## config.mk

```make
export PLATFORM = sky130hd
export DESIGN_NAME = ccpt_ram
export DESIGN_NICKNAME = d
export VERILOG_FILES = /design/src/sv/ccpt_ram.sv
export SDC_FILE = /design/constraint.sdc
export NUM_CORES = 2
export LEC_CHECK = 0
export BUFFER_PORTS_ARGS = -buffer_cell sky130_fd_sc_hd__buf_2
export CAP_MARGIN = 20
export CORE_MARGIN = 5
export CORE_UTILIZATION = 40
export DETAILED_ROUTE_END_ITERATION = 7
export PLACE_DENSITY_LB_ADDON = 0.05
export REMOVE_ABC_BUFFERS = 1
export SLEW_MARGIN = 20
export SYNTH_ARGS = -nofsm -noshare
export SYNTH_HDL_FRONTEND = slang
export SYNTH_SLANG_ARGS = --single-unit
```

## constraint.sdc

```tcl
create_clock -name clk -period 5.79 [get_ports clk]
set_clock_uncertainty 0.1 [all_clocks]
set_input_delay 0.2895 -clock clk [delete_from_list [all_inputs] [get_ports clk]]
set_output_delay 0.2895 -clock clk [all_outputs]
set_load 0.01 [all_outputs]
```

## src/sv/ccpt_ram.sv

```systemverilog
// ---------------------------------------------------------------------------
// ccpt_ram
// Generic one-write, one-read RAM with registered read data.
// ---------------------------------------------------------------------------
`timescale 1ns / 1ps

module ccpt_ram #(
    parameter int WIDTH = 32,
    parameter int DEPTH = 64
) (
    input  logic                     clk,
    input  logic                     we,
    input  logic [$clog2(DEPTH)-1:0] waddr,
    input  logic [WIDTH-1:0]         wdata,
    input  logic                     re,
    input  logic [$clog2(DEPTH)-1:0] raddr,
    output logic [WIDTH-1:0]         rdata
);

    logic [WIDTH-1:0] mem [DEPTH];
    logic [WIDTH-1:0] rdata_reg;

    // write port and registered read port
    always_ff @(posedge clk)
    begin
        if (we)
        begin
            mem[waddr] <= wdata;
        end
        if (re)
        begin
            rdata_reg <= mem[raddr];
        end
    end

    assign rdata = rdata_reg;

endmodule

```

### Word level (Yosys, flattened, before mapping)

Memory sizes are Yosys's and may differ from the RTL's. A register that Yosys moved wholly into a read port is not among the register bits.
Index checks and enable logic that the tools add are counted.

| word-level totals | value |
|---|---|
| bits in registers | 0 |
| memory bits (writable) | 2048 |
| bits of input ports | 47 |
| output and inout bits | 32 |
| word-level logic and storage cells | 3 |
| memories kept | 1 |

Memories:

| name | depth | width | read ports | clocked after memory_dff | wr ports | RTL line | text |
|---|---|---|---|---|---|---|---|
| mem | 64 | 32 | 1 | 1 | 1 | 20 | `logic [WIDTH-1:0] mem [DEPTH];` |

| cells by class | value |
|---|---|
| muxes and demuxes | 2 |

Operator list:

| kind | number |
|---|---|
| $mux 1 | 2 |

### Logic depth before layout (Yosys ltp)

| depth | value |
|---|---|
| depth in word-level cells | 2 |
| mapped depth | 10 |
| gate-level depth less buffers | 5 |

### Worst setup path before layout

Ideal clock, no wire load.

| timing path | value |
|---|---|
| kind | input port to flip-flop |
| start | input waddr[3] |
| end | memory mem[48][0], enable pin |
| data arrival time | 2.988 ns |
| data required time | 5.229 ns |
| path slack | 2.241 ns |
| cell stages on the path | 4 |
| buffers on the path | 1 |
| cell sequence | clkbuf_1 -> nor2b_1 -> nand4b_1 -> nor3_1 |

RTL lines:

| item | RTL line | text |
|---|---|---|
| start, declared | 13 | `input logic [$clog2(DEPTH)-1:0] waddr,` |
| end, declared | 20 |  |

Straight into the memory's write port.

==> run_summary.xml <==
<?xml version="1.0" encoding="UTF-8"?>
<metrics>
  <group name="clocking">
    <metric name="cts_resized" unit="">0</metric>
    <metric name="cts.sinks" unit="">2080</metric>
    <metric name="cts_buffer_count" unit="">219</metric>
    <metric name="clock-root-buffer" unit="">sky130_fd_sc_hd__clkbuf_16</metric>
    <metric name="cts_max_path_buffers" unit="">3</metric>
    <metric name="cts_tree" unit="">yes</metric>
    <metric name="post_cts_buffers" unit="">0</metric>
    <metric name="htreeDepth" unit="">4</metric>
    <metric name="cts.hold.buffers_added" unit="">4</metric>
    <metric name="clk-insertion-delay-late" unit="ns">0.85</metric>
    <metric name="clkTransAtPathRegs" unit="ns">0.06</metric>
  </group>
  <group name="critical_path">
    <metric name="critical-path-top-delay-family" unit="">multiplexers</metric>
    <metric name="crit_required" unit="ns">6.25</metric>
    <metric name="rr_startpoint" unit="">mem[19][6]</metric>
    <metric name="worstPathArrival" unit="ns">3.93</metric>
    <metric name="worstSetupEndpointType" unit="">flip-flop</metric>
    <metric name="worst_path_largest_cell_delay" unit="ns">0.79</metric>
    <metric name="critPathSlowestCell" unit="">sky130_fd_sc_hd__o22ai_1</metric>
    <metric name="worstPathCellList" unit="">buf_8 -&gt; buf_12 -&gt; mux4_2 -&gt; mux4_2 -&gt; o22ai_1 -&gt; nor2_1</metric>
    <metric name="worst_setup_path_startpoint" unit="">raddr[0]</metric>
    <metric name="critical_path.max_fanout" unit="">80</metric>
    <metric name="worstSetupStartpointType" unit="">primary input</metric>
    <metric name="path_class" unit="">primary input to flip-flop</metric>
    <metric name="crit_top_cell" unit="">sky130_fd_sc_hd__mux4_2</metric>
    <metric name="cp.buffers_inverters" unit="">2</metric>
  </group>
  <group name="worst_hold_path">
    <metric name="min_path_type" unit="">primary input to flip-flop</metric>
    <metric name="hold_path.startpoint" unit="">wdata[18]</metric>
  </group>
  <group name="sta">
    <metric name="tightest_slew" unit="ns">1.20</metric>
    <metric name="max_freq" unit="MHz">288</metric>
    <metric name="final_report_setup_violation_count" unit="">0</metric>
    <metric name="timing_hold_violations_final" unit="">0</metric>
    <metric name="timing.final.crit_share" unit="">0.600</metric>
    <metric name="slew_headroom" unit="">0.195</metric>
    <metric name="timing_max_transition_violations_final" unit="">0</metric>
    <metric name="finalSetupTns" unit="ns">0</metric>
    <metric name="period_needed" unit="ns">3.47</metric>
    <metric name="setup_repair_after_global_routing_missed_its_margin" unit="">false</metric>
  </group>
  <group name="pwr">
    <metric name="p_int" unit="mW">25.1</metric>
    <metric name="netSwitchingFraction" unit="">0.215</metric>
    <metric name="totalPowerFinal" unit="mW">32.0</metric>
    <metric name="p_leak" unit="nW">27.9</metric>
    <metric name="power.sequential.fraction" unit="">0.525</metric>
    <metric name="power_switching" unit="mW">6.87</metric>
    <metric name="power.share.clock" unit="">0.424</metric>
    <metric name="share_comb_of_total_power" unit="">0.051</metric>
    <metric name="cell_pwr_density" unit="nW/um2">354</metric>
    <metric name="ir_drop" unit="mV">0.251</metric>
  </group>
  <group name="drt">
    <metric name="postRouteWirelength" unit="um">232000</metric>
    <metric name="vias_per_cell" unit="">5.77</metric>
    <metric name="final_antenna_net_count" unit="">0</metric>
    <metric name="drtIter0Drc" unit="">3729</metric>
    <metric name="vias" unit="">37000</metric>
    <metric name="route.detailed.wl_per_inst" unit="um">36.2</metric>
    <metric name="drc" unit="">0</metric>
    <metric name="detail_route.first_pass.iterations" unit="">7</metric>
  </group>
  <group name="logic_synthesis">
    <metric name="synth_instances" unit="">3324</metric>
    <metric name="synthesis.area_per_instance" unit="um2">23.7</metric>
    <metric name="synth_warnings" unit="">0</metric>
    <metric name="synth_seq_area_share" unit="">0.792</metric>
    <metric name="mappedNetlistArea" unit="um2">78800</metric>
    <metric name="number_of_storage_elements_in_the_synthesis_netlist" unit="">2080</metric>
    <metric name="yosys.cell_types.count" unit="">33</metric>
  </group>
  <group name="cells_and_area">
    <metric name="largest_register_ffs" unit="">2048</metric>
    <metric name="num-fill-cells" unit="">16300</metric>
    <metric name="postLayoutCellArea" unit="um2">90400</metric>
    <metric name="flow.area_growth_from_synthesis" unit="%">14.7</metric>
    <metric name="layout.nets" unit="">3643</metric>
    <metric name="final_layout_size_suffix_gt1_frac" unit="">0.302</metric>
    <metric name="stdcell_count" unit="">6421</metric>
  </group>
  <group name="die">
    <metric name="fp.coreArea" unit="um2">197000</metric>
    <metric name="dieHeight" unit="um">454</metric>
    <metric name="design.die.area" unit="um2">206000</metric>
    <metric name="row_count" unit="">163</metric>
    <metric name="die-width" unit="um">454</metric>
    <metric name="boundaryPins" unit="">79</metric>
    <metric name="initial_core_util" unit="">0.401</metric>
  </group>
  <group name="global_route">
    <metric name="grt_start_max_net_pins" unit="">81</metric>
    <metric name="gr-usage-all-layers" unit="">0.226</metric>
    <metric name="grt_remaining_overflow" unit="">0</metric>
    <metric name="first_pass_grt_wire_length" unit="um">319000</metric>
    <metric name="grt_pass1_vias" unit="">38600</metric>
    <metric name="number_of_antenna_violations_at_the_first_check_in_global_routing" unit="">27</metric>
  </group>
  <group name="placement">
    <metric name="placement.cell_area" unit="um2">83500</metric>
    <metric name="globalplace.congestion" unit="">0.738</metric>
    <metric name="number_of_placed_cells_counting_well_taps" unit="">6011</metric>
    <metric name="buffer_ports.inserted" unit="">78</metric>
    <metric name="dp_hpwl" unit="um">129000</metric>
  </group>
  <group name="flow_run">
    <metric name="maxCapViolCount" unit="">0</metric>
  </group>
  <group name="run_status">
    <metric name="status" unit="">finished, final reports clean</metric>
  </group>
</metrics>
[stage by stage]
step / worst slack, ns / hold WS [ns] / util
floorplan: 2.39 / 0.288 / -
global placement: 1.50 / 0.608 / 0.424
detailed placement: 1.47 / 0.609 / 0.425
CTS: 2.40 / 0.00789 / 0.460
global route: 2.22 / 0.0340 / 0.460
finish: 2.32 / 0.0413 / 0.460
[logic make-up (layout without fill, tap and decap cells)]
logic type,Yosys count,after routing,share of synthesized area
compound gates,202,202,0.0167
simple gates,223,223,0.0126
flops,2080,2080,0.792
mux,637,637,0.167
other cells,0,10,0
buf+inv,182,629,0.0112
[power groups by stage]
stage,logic [mW],registers [mW],clock network [mW]
after global routing,1.74,16.8,14.5
after CTS,1.69,16.8,13.8
after floorplan,0.618,17.1,0
final,1.64,16.8,13.5
after detailed placement,1.69,17.1,0
after global placement,1.66,17.1,0
[worst paths after layout]
check                                    to  slack (ns)  depth (start not counted)
worst min-delay path            mem[28][18]        0.04                          2
worst min register to register     rdata[4]        0.73                          4
worst max register to register     rdata[6]        3.05                          4
worst max-delay path               rdata[6]        2.32                          6
[layer usage]
layer / GRT usage / part of all wire
met3: 0.0333 / 0.054
met2: 0.383 / 0.50
met1: 0.312 / 0.42
met5: 0 / 0
met4: 0.0549 / 0.023
[worst reg2reg max path: stages, from the launching register on]
cell and delay (ns):
sky130_fd_sc_hd__edfxtp_1 0.38, sky130_fd_sc_hd__mux4_2 0.49, sky130_fd_sc_hd__mux4_2 0.56, sky130_fd_sc_hd__o22ai_1 0.79, sky130_fd_sc_hd__nor2_1 0.12
[cells in the mapped netlist]
cell type / instances / area (um2)
sky130_fd_sc_hd__or2_2: 1 / 6.26
sky130_fd_sc_hd__o22ai_1: 84 / 526
sky130_fd_sc_hd__nand2b_1: 8 / 50.1
sky130_fd_sc_hd__a22oi_1: 12 / 90.1
sky130_fd_sc_hd__nor2_1: 137 / 514
sky130_fd_sc_hd__a21oi_1: 62 / 310
sky130_fd_sc_hd__nor3_1: 7 / 35.0
sky130_fd_sc_hd__a31oi_1: 1 / 6.26
sky130_fd_sc_hd__edfxtp_1: 2080 / 62500
sky130_fd_sc_hd__buf_1: 21 / 78.8
sky130_fd_sc_hd__and3_1: 4 / 25.0
sky130_fd_sc_hd__clkbuf_1: 74 / 278
sky130_fd_sc_hd__or3b_2: 3 / 26.3
sky130_fd_sc_hd__and2_1: 2 / 12.5
sky130_fd_sc_hd__o221ai_1: 27 / 236
sky130_fd_sc_hd__o32ai_1: 4 / 35.0
sky130_fd_sc_hd__or2_1: 1 / 6.26
sky130_fd_sc_hd__nand2_1: 26 / 97.6
sky130_fd_sc_hd__nand4_1: 2 / 12.5
sky130_fd_sc_hd__or3b_1: 2 / 17.5
sky130_fd_sc_hd__buf_6: 5 / 56.3
sky130_fd_sc_hd__buf_2: 57 / 285
sky130_fd_sc_hd__or3_1: 3 / 18.8
sky130_fd_sc_hd__buf_4: 25 / 188
sky130_fd_sc_hd__a311oi_1: 8 / 70.1
sky130_fd_sc_hd__nand3b_1: 5 / 37.5
sky130_fd_sc_hd__or2_0: 1 / 6.26
sky130_fd_sc_hd__mux2i_1: 93 / 931
sky130_fd_sc_hd__nor2b_1: 15 / 93.8
sky130_fd_sc_hd__a41o_1: 4 / 40.0
sky130_fd_sc_hd__nand4b_1: 1 / 8.76
sky130_fd_sc_hd__mux4_2: 544 / 12300
sky130_fd_sc_hd__nand3_1: 5 / 25.0
[layout make-up]
class	count	area (um2)	share of cell area
diodes	10	25.0	0.000277
clock buffers	279	5810	0.0643
clock inverters	117	1040	0.0115
multi-input cells	1062	16000	0.177
flip-flops and latches	2080	62500	0.691
well taps	2640	3300	0.0365
repair buffers	233	1780	0.0197
[cells in the final DEF (no fill, tap or decap), types with 3 or more instances in the layout]
cell type / n
sky130_fd_sc_hd__clkinv_2: 35
sky130_fd_sc_hd__clkbuf_1: 55
sky130_fd_sc_hd__nand2_1: 26
sky130_fd_sc_hd__nor2_4: 62
sky130_fd_sc_hd__mux2i_1: 93
sky130_fd_sc_hd__nand2b_1: 7
sky130_fd_sc_hd__nor2b_1: 13
sky130_fd_sc_hd__bufinv_16: 18
sky130_fd_sc_hd__dlygate4sd3_1: 4
sky130_fd_sc_hd__buf_8: 3
sky130_fd_sc_hd__or3_1: 3
sky130_fd_sc_hd__buf_2: 74
sky130_fd_sc_hd__a22oi_1: 12
sky130_fd_sc_hd__clkinv_8: 3
sky130_fd_sc_hd__buf_4: 138
sky130_fd_sc_hd__or3b_2: 3
sky130_fd_sc_hd__edfxtp_1: 2080
sky130_fd_sc_hd__clkinvlp_4: 6
sky130_fd_sc_hd__mux4_2: 544
sky130_fd_sc_hd__a311oi_1: 7
sky130_fd_sc_hd__diode_2: 10
sky130_fd_sc_hd__clkinv_1: 51
sky130_fd_sc_hd__inv_6: 4
sky130_fd_sc_hd__o22ai_1: 83
sky130_fd_sc_hd__clkbuf_16: 224
sky130_fd_sc_hd__nand3b_1: 5
sky130_fd_sc_hd__o221ai_1: 27
sky130_fd_sc_hd__nor3_1: 5
sky130_fd_sc_hd__buf_12: 11
sky130_fd_sc_hd__nand3_1: 5
sky130_fd_sc_hd__nor2_1: 74
sky130_fd_sc_hd__a21oi_1: 62
sky130_fd_sc_hd__a41o_1: 4
sky130_fd_sc_hd__and3_1: 4
(Power assumes the default switching activity.)
